### config.mk
export PLATFORM = sky130hd
export DESIGN_NAME = wrapped_angle_pid_unit
export DESIGN_NICKNAME = d
export VERILOG_FILES = /design/src/hw/rtl/wap_pkg.sv /design/src/hw/rtl/wap_wrap.sv /design/src/hw/rtl/wap_state_mem.sv /design/src/hw/rtl/wap_update.sv /design/src/hw/rtl/wap_out_fifo.sv /design/src/hw/rtl/wrapped_angle_pid_unit.sv
export SDC_FILE = /design/constraint.sdc
export NUM_CORES = 2
export LEC_CHECK = 0
export BUFFER_PORTS_ARGS = -buffer_cell sky130_fd_sc_hd__buf_2
export CORE_ASPECT_RATIO = 0.5
export CORE_MARGIN = 10
export CORE_UTILIZATION = 30
export DETAILED_ROUTE_END_ITERATION = 8
export SYNTH_ARGS = -nofsm -noshare
export SYNTH_HDL_FRONTEND = slang
export SYNTH_HIERARCHICAL = 1
export SYNTH_SLANG_ARGS = --single-unit
### constraint.sdc
create_clock -name i_clk -period 9.63 [get_ports i_clk]
set_input_delay 1.926 -clock i_clk [delete_from_list [all_inputs] [get_ports i_clk]]
set_output_delay 1.926 -clock i_clk [all_outputs]
set_load 0.02 [all_outputs]
### src/hw/rtl/wap_pkg.sv
`timescale 1ns / 1ps
`default_nettype none

package wap_pkg;

    // Block sizing.
    localparam int MOTORS_DEF = 4;
    localparam int ENC_COUNTS = 8192;
    localparam int ENC_HALF   = ENC_COUNTS / 2;

    // Port field widths.
    localparam int SEL_W = 2;
    localparam int ANG_W = 14;
    localparam int DRV_W = 16;

    // Configuration port.
    localparam int CFG_IDX_W  = 3;
    localparam int CFG_DATA_W = 16;
    localparam int GAIN_W     = 16;
    localparam int LIM_W      = 15;
    localparam int FRAC_W     = 8;

    localparam logic [CFG_IDX_W-1:0] CFG_PROP_GAIN   = CFG_IDX_W'(0);
    localparam logic [CFG_IDX_W-1:0] CFG_INTEG_GAIN  = CFG_IDX_W'(1);
    localparam logic [CFG_IDX_W-1:0] CFG_DERIV_GAIN  = CFG_IDX_W'(2);
    localparam logic [CFG_IDX_W-1:0] CFG_INTEG_LIMIT = CFG_IDX_W'(3);
    localparam logic [CFG_IDX_W-1:0] CFG_DRIVE_LIMIT = CFG_IDX_W'(4);

    localparam logic [GAIN_W-1:0] PROP_GAIN_RST   = GAIN_W'(20480);
    localparam logic [GAIN_W-1:0] INTEG_GAIN_RST  = GAIN_W'(384);
    localparam logic [GAIN_W-1:0] DERIV_GAIN_RST  = GAIN_W'(640);
    localparam logic [LIM_W-1:0]  INTEG_LIMIT_RST = LIM_W'(10000);
    localparam logic [LIM_W-1:0]  DRIVE_LIMIT_RST = LIM_W'(20000);

    // Angle difference and wrap arithmetic.
    localparam int DIFF_W   = ANG_W + 1;
    localparam int DIFF_MAX = (1 << ANG_W) - 1;
    localparam int OFS_MULT = (DIFF_MAX + ENC_COUNTS - 1) / ENC_COUNTS;
    localparam int X_OFS    = ENC_HALF + OFS_MULT * ENC_COUNTS;
    localparam int X_W      = $clog2(DIFF_MAX + X_OFS + 1);
    localparam int VAL_W    = X_W + 1;
    localparam int RECIP_SH = X_W;
    localparam int RECIP_W  = X_W + 1;
    localparam int RECIP    = (1 << RECIP_SH) / ENC_COUNTS;

    localparam logic [RECIP_W-1:0]      RECIP_V    = RECIP_W'(RECIP);
    localparam logic [X_W-1:0]          ENC_U      = X_W'(ENC_COUNTS);
    localparam logic signed [VAL_W-1:0] ENC_V      = VAL_W'(ENC_COUNTS);
    localparam logic signed [VAL_W-1:0] HALF_V     = VAL_W'(ENC_HALF);
    localparam logic signed [VAL_W-1:0] NEG_HALF_V = VAL_W'(-ENC_HALF);
    localparam logic signed [VAL_W-1:0] POS_LO_V   = VAL_W'(ENC_HALF + 1 - ENC_COUNTS);
    localparam logic signed [VAL_W-1:0] X_OFS_V    = VAL_W'(X_OFS);

    localparam int WRAP_MAX = (ENC_HALF < DIFF_MAX) ? ENC_HALF : DIFF_MAX;
    localparam int ERR_W    = $clog2(WRAP_MAX + 1) + 1;

    // Controller datapath widths.
    localparam int INT_W   = LIM_W + FRAC_W + 1;
    localparam int PROD_W  = GAIN_W + 1 + ERR_W;
    localparam int DERR_W  = ERR_W + 1;
    localparam int D_W     = GAIN_W + 1 + DERR_W;
    localparam int ISUM_W  = ((PROD_W > INT_W) ? PROD_W : INT_W) + 1;
    localparam int TOT_W   = D_W + 2;

    // Output buffer.
    localparam int FIFO_DEPTH = 8;
    localparam int FIFO_AW    = $clog2(FIFO_DEPTH);
    localparam int FIFO_CW    = $clog2(FIFO_DEPTH + 1);

    typedef struct packed {
        logic [GAIN_W-1:0] prop_gain;
        logic [GAIN_W-1:0] integ_gain;
        logic [GAIN_W-1:0] deriv_gain;
        logic [LIM_W-1:0]  integ_limit;
        logic [LIM_W-1:0]  drive_limit;
    } t_gains;

    typedef struct packed {
        logic                    valid;
        logic                    in_range;
        logic [SEL_W-1:0]        sel;
        logic signed [ERR_W-1:0] err;
    } t_wrap_item;

    typedef struct packed {
        logic signed [ERR_W-1:0] prev_err;
        logic signed [INT_W-1:0] integ;
    } t_state;

    typedef struct packed {
        logic [SEL_W-1:0]        motor;
        logic signed [DRV_W-1:0] drive;
    } t_out;

    typedef struct packed {
        logic valid;
        t_out word;
    } t_result;

endpackage

`default_nettype wire

### src/hw/rtl/wap_wrap.sv
`timescale 1ns / 1ps
`default_nettype none

module wap_wrap #(
    parameter int MOTORS = wap_pkg::MOTORS_DEF
) (
    input  wire logic                                i_clk,
    input  wire logic                                i_rst_n,
    input  wire logic                                i_accept,
    input  wire logic [wap_pkg::SEL_W-1:0]           i_motor_sel,
    input  wire logic signed [wap_pkg::ANG_W-1:0]    i_target_angle,
    input  wire logic signed [wap_pkg::ANG_W-1:0]    i_measured_angle,
    output wap_pkg::t_wrap_item                      o_item
);

    localparam int X_W    = wap_pkg::X_W;
    localparam int VAL_W  = wap_pkg::VAL_W;
    localparam int DIFF_W = wap_pkg::DIFF_W;
    localparam int ERR_W  = wap_pkg::ERR_W;
    localparam int SEL_W  = wap_pkg::SEL_W;
    localparam int MUL1_W = X_W + wap_pkg::RECIP_W;
    localparam int MUL2_W = 2 * X_W;

    // Stage A: raw difference and its offset copy, which is never negative.
    logic                     r_a_vld, r_a_inr;
    logic [SEL_W-1:0]         r_a_sel;
    logic signed [DIFF_W-1:0] r_a_e;
    logic [X_W-1:0]           r_a_x;

    // Stage B: quotient estimate by reciprocal multiply.
    logic                     r_b_vld, r_b_inr;
    logic [SEL_W-1:0]         r_b_sel;
    logic signed [DIFF_W-1:0] r_b_e;
    logic [X_W-1:0]           r_b_x;
    logic [X_W-1:0]           r_b_q;

    // Stage C: remainder before correction, below twice the turn size.
    logic                     r_c_vld, r_c_inr;
    logic [SEL_W-1:0]         r_c_sel;
    logic signed [DIFF_W-1:0] r_c_e;
    logic [X_W-1:0]           r_c_r0;

    // Stage D: wrapped error.
    logic                     r_d_vld, r_d_inr;
    logic [SEL_W-1:0]         r_d_sel;
    logic signed [ERR_W-1:0]  r_d_err;

    logic signed [DIFF_W-1:0] n_a_e;
    logic [X_W-1:0]           n_a_x;
    logic                     n_a_inr;
    logic [MUL1_W-1:0]        b_prod;
    logic [MUL2_W-1:0]        c_prod;
    logic [X_W-1:0]           d_r;
    logic signed [VAL_W-1:0]  d_w, d_e, d_err;

    assign n_a_e   = DIFF_W'(i_target_angle) - DIFF_W'(i_measured_angle);
    assign n_a_x   = X_W'(VAL_W'(n_a_e) + wap_pkg::X_OFS_V);
    assign n_a_inr = (int'(i_motor_sel) < MOTORS);

    assign b_prod = MUL1_W'(r_a_x) * MUL1_W'(wap_pkg::RECIP_V);
    assign c_prod = MUL2_W'(r_b_q) * MUL2_W'(wap_pkg::ENC_U);

    // A result above half a turn keeps the upper end of the range, one below
    // keeps the lower end, so both ends are reachable.
    always_comb begin
        d_r = (r_c_r0 >= wap_pkg::ENC_U) ? r_c_r0 - wap_pkg::ENC_U : r_c_r0;
        d_w = $signed({1'b0, d_r}) - wap_pkg::HALF_V;
        d_e = VAL_W'(r_c_e);
        if (d_e > wap_pkg::HALF_V) begin
            d_err = (d_w < wap_pkg::POS_LO_V) ? d_w + wap_pkg::ENC_V : d_w;
        end else if (d_e < wap_pkg::NEG_HALF_V) begin
            d_err = d_w;
        end else begin
            d_err = d_e;
        end
    end

    always_ff @(posedge i_clk) begin
        if (!i_rst_n) begin
            r_a_vld <= 1'b0;
            r_b_vld <= 1'b0;
            r_c_vld <= 1'b0;
            r_d_vld <= 1'b0;
        end else begin
            r_a_vld <= i_accept;
            r_b_vld <= r_a_vld;
            r_c_vld <= r_b_vld;
            r_d_vld <= r_c_vld;
        end
    end

    always_ff @(posedge i_clk) begin
        r_a_inr <= n_a_inr;
        r_a_sel <= i_motor_sel;
        r_a_e   <= n_a_e;
        r_a_x   <= n_a_x;

        r_b_inr <= r_a_inr;
        r_b_sel <= r_a_sel;
        r_b_e   <= r_a_e;
        r_b_x   <= r_a_x;
        r_b_q   <= b_prod[wap_pkg::RECIP_SH +: X_W];

        r_c_inr <= r_b_inr;
        r_c_sel <= r_b_sel;
        r_c_e   <= r_b_e;
        r_c_r0  <= r_b_x - c_prod[X_W-1:0];

        r_d_inr <= r_c_inr;
        r_d_sel <= r_c_sel;
        r_d_err <= ERR_W'(d_err);
    end

    assign o_item = '{valid: r_d_vld, in_range: r_d_inr, sel: r_d_sel, err: r_d_err};

endmodule

`default_nettype wire

### src/hw/rtl/wap_state_mem.sv
`timescale 1ns / 1ps
`default_nettype none

module wap_state_mem #(
    parameter int MOTORS = wap_pkg::MOTORS_DEF,
    localparam int AW    = (MOTORS > 1) ? $clog2(MOTORS) : 1
) (
    input  wire logic            i_clk,
    input  wire logic            i_rst_n,
    input  wire logic [AW-1:0]   i_rd_addr,
    input  wire logic            i_wr_en,
    input  wire logic [AW-1:0]   i_wr_addr,
    input  wire wap_pkg::t_state i_wr_data,
    output wap_pkg::t_state      o_rd_data
);

    wap_pkg::t_state r_mem [MOTORS];
    wap_pkg::t_state r_rd_data;
    wap_pkg::t_state r_fwd_data;
    logic [MOTORS-1:0] r_vld;
    logic              r_rd_vld;
    logic              r_fwd;

    always_ff @(posedge i_clk) begin
        if (i_wr_en) begin
            r_mem[i_wr_addr] <= i_wr_data;
        end
        r_rd_data  <= r_mem[i_rd_addr];
        r_fwd_data <= i_wr_data;
    end

    // An entry never written since reset reads as zero. A write to the
    // entry being read in the same cycle is forwarded past the array.
    always_ff @(posedge i_clk) begin
        if (!i_rst_n) begin
            r_vld    <= '0;
            r_rd_vld <= 1'b0;
            r_fwd    <= 1'b0;
        end else begin
            if (i_wr_en) begin
                r_vld[i_wr_addr] <= 1'b1;
            end
            r_rd_vld <= r_vld[i_rd_addr];
            r_fwd    <= i_wr_en && (i_wr_addr == i_rd_addr);
        end
    end

    assign o_rd_data = r_fwd ? r_fwd_data : (r_rd_vld ? r_rd_data : '0);

endmodule

`default_nettype wire

### src/hw/rtl/wap_update.sv
`timescale 1ns / 1ps
`default_nettype none

module wap_update #(
    parameter int MOTORS = wap_pkg::MOTORS_DEF,
    localparam int AW    = (MOTORS > 1) ? $clog2(MOTORS) : 1
) (
    input  wire logic                i_clk,
    input  wire logic                i_rst_n,
    input  wire wap_pkg::t_gains     i_gains,
    input  wire wap_pkg::t_wrap_item i_item,
    output logic [AW-1:0]            o_rd_addr,
    input  wire wap_pkg::t_state     i_rd_data,
    output logic                     o_wr_en,
    output logic [AW-1:0]            o_wr_addr,
    output wap_pkg::t_state          o_wr_data,
    output wap_pkg::t_result         o_result
);

    localparam int ERR_W  = wap_pkg::ERR_W;
    localparam int INT_W  = wap_pkg::INT_W;
    localparam int PROD_W = wap_pkg::PROD_W;
    localparam int DERR_W = wap_pkg::DERR_W;
    localparam int D_W    = wap_pkg::D_W;
    localparam int ISUM_W = wap_pkg::ISUM_W;
    localparam int TOT_W  = wap_pkg::TOT_W;
    localparam int SEL_W  = wap_pkg::SEL_W;
    localparam int DRV_W  = wap_pkg::DRV_W;
    localparam int FRAC_W = wap_pkg::FRAC_W;

    // Stage E: gain products that do not depend on the stored state.
    logic                     r_e_vld, r_e_inr;
    logic [SEL_W-1:0]         r_e_sel;
    logic signed [ERR_W-1:0]  r_e_err;
    logic signed [PROD_W-1:0] r_e_p, r_e_ip;

    // Stage F: the three terms of the sum.
    logic                     r_f_vld, r_f_inr;
    logic [SEL_W-1:0]         r_f_sel;
    logic signed [PROD_W-1:0] r_f_p;
    logic signed [INT_W-1:0]  r_f_integ;
    logic signed [D_W-1:0]    r_f_d;

    logic signed [PROD_W-1:0] n_e_p, n_e_ip;
    logic signed [ISUM_W-1:0] e_isum, e_ilim, e_iclamp;
    logic signed [INT_W-1:0]  e_integ;
    logic signed [DERR_W-1:0] e_derr;
    logic signed [D_W-1:0]    e_d;
    logic signed [TOT_W-1:0]  f_tot, f_quot, f_lim, f_drive;

    assign n_e_p  = PROD_W'($signed({1'b0, i_gains.prop_gain})) * PROD_W'($signed(i_item.err));
    assign n_e_ip = PROD_W'($signed({1'b0, i_gains.integ_gain})) * PROD_W'($signed(i_item.err));

    assign o_rd_addr = AW'(i_item.sel);

    always_comb begin
        e_isum = ISUM_W'($signed(i_rd_data.integ)) + ISUM_W'(r_e_ip);
        e_ilim = $signed(ISUM_W'({i_gains.integ_limit, {FRAC_W{1'b0}}}));
        if (e_isum > e_ilim) begin
            e_iclamp = e_ilim;
        end else if (e_isum < -e_ilim) begin
            e_iclamp = -e_ilim;
        end else begin
            e_iclamp = e_isum;
        end
        e_integ = INT_W'(e_iclamp);
        e_derr  = DERR_W'(r_e_err) - DERR_W'($signed(i_rd_data.prev_err));
        e_d     = D_W'($signed({1'b0, i_gains.deriv_gain})) * D_W'(e_derr);
    end

    assign o_wr_en   = r_e_vld && r_e_inr;
    assign o_wr_addr = AW'(r_e_sel);
    assign o_wr_data = '{prev_err: r_e_err, integ: e_integ};

    // The sum carries eight fraction bits; drop them rounding toward zero, then clamp to the drive limit.
    always_comb begin
        f_tot  = TOT_W'(r_f_p) + TOT_W'(r_f_integ) + TOT_W'(r_f_d);
        f_quot = f_tot >>> FRAC_W;
        if (f_tot[TOT_W-1] && (f_tot[FRAC_W-1:0] != '0)) begin
            f_quot = f_quot + TOT_W'(1);
        end
        f_lim = $signed(TOT_W'(i_gains.drive_limit));
        if (f_quot > f_lim) begin
            f_drive = f_lim;
        end else if (f_quot < -f_lim) begin
            f_drive = -f_lim;
        end else begin
            f_drive = f_quot;
        end
    end

    always_ff @(posedge i_clk) begin
        if (!i_rst_n) begin
            r_e_vld <= 1'b0;
            r_f_vld <= 1'b0;
        end else begin
            r_e_vld <= i_item.valid;
            r_f_vld <= r_e_vld;
        end
    end

    always_ff @(posedge i_clk) begin
        r_e_inr   <= i_item.in_range;
        r_e_sel   <= i_item.sel;
        r_e_err   <= i_item.err;
        r_e_p     <= n_e_p;
        r_e_ip    <= n_e_ip;

        r_f_inr   <= r_e_inr;
        r_f_sel   <= r_e_sel;
        r_f_p     <= r_e_p;
        r_f_integ <= e_integ;
        r_f_d     <= e_d;
    end

    assign o_result.valid      = r_f_vld;
    assign o_result.word.motor = r_f_sel;
    assign o_result.word.drive = r_f_inr ? DRV_W'(f_drive) : '0;

endmodule

`default_nettype wire

### src/hw/rtl/wap_out_fifo.sv
`timescale 1ns / 1ps
`default_nettype none

module wap_out_fifo (
    input  wire logic             i_clk,
    input  wire logic             i_rst_n,
    input  wire wap_pkg::t_result i_push,
    input  wire logic             i_pop,
    output logic                  o_valid,
    output wap_pkg::t_out         o_word
);

    localparam int AW = wap_pkg::FIFO_AW;
    localparam int CW = wap_pkg::FIFO_CW;

    wap_pkg::t_out r_mem [wap_pkg::FIFO_DEPTH];
    logic [AW-1:0] r_wr_ptr, r_rd_ptr;
    logic [CW-1:0] r_count;

    always_ff @(posedge i_clk) begin
        if (i_push.valid) begin
            r_mem[r_wr_ptr] <= i_push.word;
        end
    end

    // The sender limits outstanding words to the depth, so a push never
    // finds the buffer full.
    always_ff @(posedge i_clk) begin
        if (!i_rst_n) begin
            r_wr_ptr <= '0;
            r_rd_ptr <= '0;
            r_count  <= '0;
        end else begin
            if (i_push.valid) begin
                r_wr_ptr <= r_wr_ptr + AW'(1);
            end
            if (i_pop) begin
                r_rd_ptr <= r_rd_ptr + AW'(1);
            end
            case ({i_push.valid, i_pop})
                2'b10:   r_count <= r_count + CW'(1);
                2'b01:   r_count <= r_count - CW'(1);
                default: r_count <= r_count;
            endcase
        end
    end

    assign o_valid = (r_count != '0);
    assign o_word  = r_mem[r_rd_ptr];

endmodule

`default_nettype wire

### src/hw/rtl/wrapped_angle_pid_unit.sv
// Per-motor positional PID with the angle error wrapped into half a turn.
// Input channel: i_in_valid / o_in_stall with i_motor_sel, i_target_angle and
// i_measured_angle. A word is taken at a clock edge with valid high and stall low.
// Output channel: o_out_valid / i_out_stall with o_motor_out and o_drive_value.
// Configuration: i_cfg_valid / o_cfg_ready with i_cfg_index and i_cfg_data;
// ready is always high. Registers 0..4 are proportional gain, integral gain,
// derivative gain, integrator limit and drive limit. Write them only while idle.
// Each word passes wrap stages A-D and update stages E-F into the output buffer.
// Throughput: one word per cycle while not stalled, set by a six stage pipeline
// whose controller state sits in a one-read, one-write memory; the following item
// to the same motor picks up the new state through a forwarding path.
// Reset loads the default gains and limits and clears every motor's previous
// error and integrator (per-entry valid bits, no clearing pass needed).
// While the receiver stalls, results collect in an eight-word output buffer and
// input keeps flowing; o_in_stall rises once eight words are outstanding.
// A motor select at or above MOTORS changes no state and returns a drive of zero.
`timescale 1ns / 1ps
`default_nettype none

module wrapped_angle_pid_unit #(
    parameter int MOTORS = wap_pkg::MOTORS_DEF
) (
    input  wire logic                                  i_clk,
    input  wire logic                                  i_rst_n,
    input  wire logic                                  i_in_valid,
    output logic                                       o_in_stall,
    input  wire logic [wap_pkg::SEL_W-1:0]             i_motor_sel,
    input  wire logic signed [wap_pkg::ANG_W-1:0]      i_target_angle,
    input  wire logic signed [wap_pkg::ANG_W-1:0]      i_measured_angle,
    output logic                                       o_out_valid,
    input  wire logic                                  i_out_stall,
    output logic [wap_pkg::SEL_W-1:0]                  o_motor_out,
    output logic signed [wap_pkg::DRV_W-1:0]           o_drive_value,
    input  wire logic                                  i_cfg_valid,
    output logic                                       o_cfg_ready,
    input  wire logic [wap_pkg::CFG_IDX_W-1:0]         i_cfg_index,
    input  wire logic [wap_pkg::CFG_DATA_W-1:0]        i_cfg_data
);

    localparam int AW     = (MOTORS > 1) ? $clog2(MOTORS) : 1;
    localparam int CW     = wap_pkg::FIFO_CW;
    localparam int LIM_W  = wap_pkg::LIM_W;
    localparam int GAIN_W = wap_pkg::GAIN_W;

    logic [GAIN_W-1:0] r_prop_gain, r_integ_gain, r_deriv_gain;
    logic [LIM_W-1:0]  r_integ_limit, r_drive_limit;
    logic [CW-1:0]     r_outstanding;

    logic                in_acc, out_acc, cfg_wr;
    wap_pkg::t_gains     gains;
    wap_pkg::t_wrap_item item;
    wap_pkg::t_state     rd_data, wr_data;
    wap_pkg::t_result    result;
    wap_pkg::t_out       out_word;
    logic [AW-1:0]       rd_addr, wr_addr;
    logic                wr_en;

    assign o_cfg_ready = 1'b1;
    assign cfg_wr      = i_cfg_valid && o_cfg_ready;
    assign in_acc      = i_in_valid && !o_in_stall;
    assign out_acc     = o_out_valid && !i_out_stall;
    assign o_in_stall  = (r_outstanding == CW'(wap_pkg::FIFO_DEPTH));

    always_ff @(posedge i_clk) begin
        if (!i_rst_n) begin
            r_prop_gain   <= wap_pkg::PROP_GAIN_RST;
            r_integ_gain  <= wap_pkg::INTEG_GAIN_RST;
            r_deriv_gain  <= wap_pkg::DERIV_GAIN_RST;
            r_integ_limit <= wap_pkg::INTEG_LIMIT_RST;
            r_drive_limit <= wap_pkg::DRIVE_LIMIT_RST;
        end else if (cfg_wr) begin
            case (i_cfg_index)
                wap_pkg::CFG_PROP_GAIN:   r_prop_gain   <= i_cfg_data[GAIN_W-1:0];
                wap_pkg::CFG_INTEG_GAIN:  r_integ_gain  <= i_cfg_data[GAIN_W-1:0];
                wap_pkg::CFG_DERIV_GAIN:  r_deriv_gain  <= i_cfg_data[GAIN_W-1:0];
                wap_pkg::CFG_INTEG_LIMIT: r_integ_limit <= i_cfg_data[LIM_W-1:0];
                wap_pkg::CFG_DRIVE_LIMIT: r_drive_limit <= i_cfg_data[LIM_W-1:0];
                default: ;
            endcase
        end
    end

    // Words taken but not yet delivered: in the pipeline or in the buffer.
    always_ff @(posedge i_clk) begin
        if (!i_rst_n) begin
            r_outstanding <= '0;
        end else begin
            case ({in_acc, out_acc})
                2'b10:   r_outstanding <= r_outstanding + CW'(1);
                2'b01:   r_outstanding <= r_outstanding - CW'(1);
                default: r_outstanding <= r_outstanding;
            endcase
        end
    end

    assign gains = '{
        prop_gain:   r_prop_gain,
        integ_gain:  r_integ_gain,
        deriv_gain:  r_deriv_gain,
        integ_limit: r_integ_limit,
        drive_limit: r_drive_limit
    };

    wap_wrap #(
        .MOTORS (MOTORS)
    ) u_wrap (
        .i_clk            (i_clk),
        .i_rst_n          (i_rst_n),
        .i_accept         (in_acc),
        .i_motor_sel      (i_motor_sel),
        .i_target_angle   (i_target_angle),
        .i_measured_angle (i_measured_angle),
        .o_item           (item)
    );

    wap_state_mem #(
        .MOTORS (MOTORS)
    ) u_state_mem (
        .i_clk     (i_clk),
        .i_rst_n   (i_rst_n),
        .i_rd_addr (rd_addr),
        .i_wr_en   (wr_en),
        .i_wr_addr (wr_addr),
        .i_wr_data (wr_data),
        .o_rd_data (rd_data)
    );

    wap_update #(
        .MOTORS (MOTORS)
    ) u_update (
        .i_clk     (i_clk),
        .i_rst_n   (i_rst_n),
        .i_gains   (gains),
        .i_item    (item),
        .o_rd_addr (rd_addr),
        .i_rd_data (rd_data),
        .o_wr_en   (wr_en),
        .o_wr_addr (wr_addr),
        .o_wr_data (wr_data),
        .o_result  (result)
    );

    wap_out_fifo u_out_fifo (
        .i_clk   (i_clk),
        .i_rst_n (i_rst_n),
        .i_push  (result),
        .i_pop   (out_acc),
        .o_valid (o_out_valid),
        .o_word  (out_word)
    );

    assign o_motor_out   = out_word.motor;
    assign o_drive_value = out_word.drive;

endmodule

`default_nettype wire
Yosys cells after proc, flatten, opt, wreduce, memory -nomap -nowiden

Memories as Yosys holds them, arrays and structs flattened. A register that Yosys moved wholly into a read port is not among the register bits.
Cells that the tools add are included.

Memory bits (writable): 296
Memories: 2
Word-level logic and storage cells: 125
Output and inout port bits: 21
Bits of input ports: 54
Flip-flop bits (word level): 403

Magnitude comparators: 11
Bitwise gates (word level): 1
Eq/ne operators: 10
Multiply operators: 3
Add/subtract/negate cells: 19
Reductions and logical operators: 17
Multiplexer cells: 23

Memory list:

| memory            | words | bits a word | read ports | clocked after memory_dff | wr ports | line                | text |
|---|---|---|---|---|---|---|---|
| u_state_mem.r_mem | 4     | 38          | 1          | 1                        | 1        | wap_state_mem.sv:17 | `wap_pkg::t_state r_mem [MOTORS];` |
| u_out_fifo.r_mem  | 8     | 18          | 1          | 1                        | 1        | wap_out_fifo.sv:16  | `wap_pkg::t_out r_mem [wap_pkg::FIFO_DEPTH];` |

Operators by type and width:

| operator               | number |
|---|---|
| $mux 38                | 2 |
| $mul 17x14->31         | 2 |
| $mux 16                | 3 |
| $mux 24                | 2 |
| $mux 14                | 3 |
| $gt 34x16->1           | 1 |
| $lt 34x34->1           | 1 |
| $mux 34                | 1 |
| $neg 15->34            | 1 |
| $add 32x32->33         | 1 |
| $add 24x31->32         | 1 |
| $add 31x24->32         | 1 |
| $gt 32x24->1           | 1 |
| $lt 32x32->1           | 1 |
| $mul 17x15->32         | 1 |
| $neg 23->32            | 1 |
| $sub 14x14->15         | 2 |
| $add 26x2->27 const B  | 1 |
| $lt 17x13->1 const B   | 1 |
| $sub 16x13->17 const B | 1 |
| $add 15x16->16 const B | 1 |
| $ge 16x14->1 const B   | 1 |
| $pmux 4 s2             | 2 |
| $sub 16x14->16 const B | 1 |
| 28 further kinds       | 51 |

Logic depth before layout (Yosys ltp)

Depth after elaboration: 8
Mapped depth: 42
Gate-level depth less buffers: 39

Cells and area by module

Netlist, hierarchy kept.

By module, submodules not included:

| module                 | times used | cells an instance | sequential area each (um^2) | area an instance (um^2) |
|---|---|---|---|---|
| wap_update             | 1          | 4064              | 3423.3                      | 35699.2 |
| wap_state_mem          | 1          | 344               | 6206.0                      | 7622.3 |
| wap_out_fifo           | 1          | 277               | 4584.4                      | 6189.7 |
| wrapped_angle_pid_unit | 1          | 383               | 1641.6                      | 3373.2 |
| wap_wrap               | 1          | 216               | 1481.4                      | 2421.1 |

Least setup slack after synthesis

No wires, ideal clock.

Kind: register to register
From: register u_state_mem.r_rd_vld
To: register u_update.r_f_d[31]
Setup slack: 180 ps
Path buffers: 3
Arrival time: 9325 ps
Clock period less this slack: 9450 ps
Cell stages (with the launch flop): 41
Required time: 9505 ps
Library setup time: 125 ps
Path through: dfxtp_1 > nor2b_1 > buf_2 > buf_2 > a22o_1 > inv_1 > ha_1 > nor2b_1 > o21ai_0 > a21boi_0 > o21ai_0 > a21boi_0 > o21ai_0 > a21boi_0 > o21ai_0 > a21boi_0 > o21a_1 > o21a_1 > (+5 left out) > fa_1 > fa_1 > fa_1 > fa_1 > inv_1 > fa_1 > inv_1 > ha_1 > a21o_1 > a21o_1 > or3_1 > a211o_1 > nand2_1 > o21ai_0 > nor4_1 > o311ai_0 > o31ai_1 > xnor2_1

RTL lines:

| what                   | line                | text |
|---|---|---|
| from (decl)            | wap_state_mem.sv:21 | `logic r_rd_vld;` |
| from (signal assigned) | wap_state_mem.sv:43 | `r_rd_vld <= r_vld[i_rd_addr];` |
| to (signal assigned)   | wap_update.sv:113   | `r_f_d <= e_d;` |
| to (decl)              | wap_update.sv:42    | `logic signed [D_W-1:0] r_f_d;` |

==> qor.txt <==
Outcome: finished, final reports clean
Setup ws final: 0.6009 ns
CP most frequent cell: fa_1
Fin Clk Skew: 0.03262 ns
Dpl cells: 7,649
Met3 routed WL: 8.571 mm
Root Buffer: clkbuf_16
CP max stage delay: 0.55 ns
RR Startpoint: u_state_mem/r_rd_vld
Met2 routed WL: 59.75 mm
Total number of vias: 36,768
#FFs+latches synth: 718
Mean Syn Cell Area: 10.47 µm²
Worst min-delay path class: reg -> reg
Final Hold Viols: 0
Chip width: 627.2 µm
Crit. End Element: register
FILL cells: 18,391
Clk sink count: 718
Buf/Inv on CP: 4
Total track usage: 13.48%
Max-cap viol count: 0
Initial antenna violation count: 7
Mapped Cells: 5,284
Crit path required time: 10.17 ns
Crit-path slowest cell: fa_1
EDFF count, synth: 296
Period utilization: 93.76%
Drt first pass iters: 6
Post-synthesis cell type count: 102
Drt drc: 0
Fin Setup TNS: 0 ns
Hold path start: u_update/r_e_p[4]
Hpwl dp: 104.3 mm
Startpoint Class: register
Total Wirelength: 137.1 mm
Largest net degree at the start of global routing: 55
DP Area: 58,350 µm²
Cts hold-fix bufs: 0
Most frequent cells in the layout: inv_1 (693), nand2_1 (619), fa_1 (550)
Met1 Wirelength: 64.97 mm
CP arrival: 9.57 ns
Total CTS buffers: 70
RSZ-0062 raised after global routing: no
Max clock buf depth: 3
Vias in the first global route: 37,912
Grt total ovfl: 0
Largest area contributor in the netlist: fa_1
Post-synth top area share: 19.91%
Max Slew Vio Count: 0
Layout area overhead: 9.884%
Max Clk Rate: 110.8 MHz
Main area contributors after synthesis: fa_1 (20%), edfxtp_1 (16%), dfxtp_1 (15%), ha_1 (12%), inv_1 (4.7%)
Ys Warns: 6
Max VDD drop: 0.3342 mV
Final instance area: 60,770 µm²
Post-layout nets: 6,427
DR iter-0 viols: 2,349
Final setup vio count: 0
Layout cell share with drive strength beyond 1: 8.336%
GPL Wtd Cong: 0.8654
Critical Path Source: u_state_mem/r_rd_vld
Core area: 183,200 µm²
DRT antenna net count: 0
Vias per inst: 4.726
Die ar.: 203,000 µm²
Asr flop ratio synth: 0%
Cell Area, Synth: 55,310 µm²
Seq/Total Area, Yosys: 31.35%
First-pass GRT wire length: 216.6 mm
Worst-Skew Late Latency: 0.67 ns
CTS tree: yes
Ys flop type: dfxtp_1
H-tree depth: 3
Drt wl/cell: 17.62 µm
Number of port buffers: 73
FP Rows: 111
Die Y: 323.6 µm
DR top layer: met5
Top delay family on crit path: adder cells
Max-slew headroom: 19.99%
Most common cell after layout, fill and taps aside: inv_1
Clock Pin Slew Worst Setup and Hold Paths: 0.07 ns
Tot Pwr: 21.67 mW
I/O pin count: 75
Tmin final: 9.029 ns
Starting Density: 30.19%
Post-Layout Cell Count: 7,780
Setup WS pre-CTS: 0.1233 ns
P_leak: 27.12 nW
Critical path peak fanout: 4
Power per cell area: 356.6 nW/µm²
Setup CP Type: reg -> reg
Least-Margin Pin Slew: 1.191 ns
-- per-stage QoR --
stage	utilization [%]	hold WS, ns
6_report	33.17	0.3014
5_1_grt	33.17	0.3081
4_1_cts	33.16	0.3022
3_5_place_dp	31.85	0.3121
3_3_place_gp	31.85	0.3102
2_1_floorplan	-	0.3096
-- worst paths after layout --
check	end	slack, ns	depth (start not counted)
setup / recovery	u_update/r_f_d[31]	0.60	38
hold / removal	u_update/r_f_p[4]	0.30	0
setup reg to reg	u_update/r_f_d[31]	0.60	38
hold reg to reg	u_update/r_f_p[4]	0.30	0
-- power breakdown --
group          internal (mW)  total [mW]  switching [mW]
clock                   1.66        2.90            1.23
combinational           5.80        14.4            8.58
sequential              4.04        4.40           0.356
-- layer usage --
layer  track usage [%]  vias up
met1             18.60    18184
met3             3.051      173
li1                  -    17610
met4             3.749        2
met5            0.4540        -
met2             21.17      799
-- sequential cells by signal (all words and copies together), names as in the netlist, 14 cells and up, named ones only --
register and flops:
u_state_mem/r_mem 152, u_out_fifo/r_mem 144, u_state_mem/r_fwd_data 38, u_state_mem/r_rd_data 38
u_update/r_f_d 32, u_update/r_e_ip 31, u_update/r_e_p 31, u_update/r_f_p 31
u_update/r_f_integ 24, r_deriv_gain 16, r_integ_gain 16, r_prop_gain 16
r_drive_limit 15, r_integ_limit 15, u_update/r_e_err 14, u_wrap/r_d_err 14
-- cell usage after synthesis (52+ instances only) --
| cell type | count |
|---|---|
| inv_1 | 693 |
| nand2_1 | 619 |
| fa_1 | 550 |
| ha_1 | 530 |
| dfxtp_1 | 422 |
| and2_1 | 296 |
| edfxtp_1 | 296 |
| nor2_1 | 178 |
| clkbuf_1 | 165 |
| a21oi_1 | 160 |
| xnor2_1 | 141 |
| o21ai_0 | 104 |
| nand3_1 | 76 |
| nand2b_1 | 73 |
| nor3_1 | 65 |
| a21o_1 | 60 |
| nor2b_1 | 52 |
-- what timing repair did --
action                                  in CTS  in global routing
buffers inserted                             0                  1
resized for setup                            0                 23
endpoints found under the hold margin        0                  0
endpoints found under the setup margin       0                  5
-- cells by family after synthesis --
logic type | after synthesis | share of synthesized area [%]
xor gates and xnor gates | 189 | 2.993
and+or+nand+nor | 1548 | 13.81
AOI/OAI and AO/OA | 705 | 9.058
adders and majority gates | 1080 | 31.90
other | 2 | 0.01358
DFF | 718 | 31.35
buffers and inverters | 915 | 6.586
muxes | 127 | 4.296
-- final cells by class --
type	count	area [µm²]	area share, %
Multi-Input combinational cell	3654	34410	56.63
Sequential cell	718	17340	28.54
Tap cell	2429	3039	5.001
Inverter	695	2609	4.293
Clock buffer	91	1913	3.148
Timing Repair Buffer	154	979.7	1.612
Clock inverter	38	474.2	0.7803
Antenna cell	1	2.502	0.004118
(Power assumes the default switching activity.)
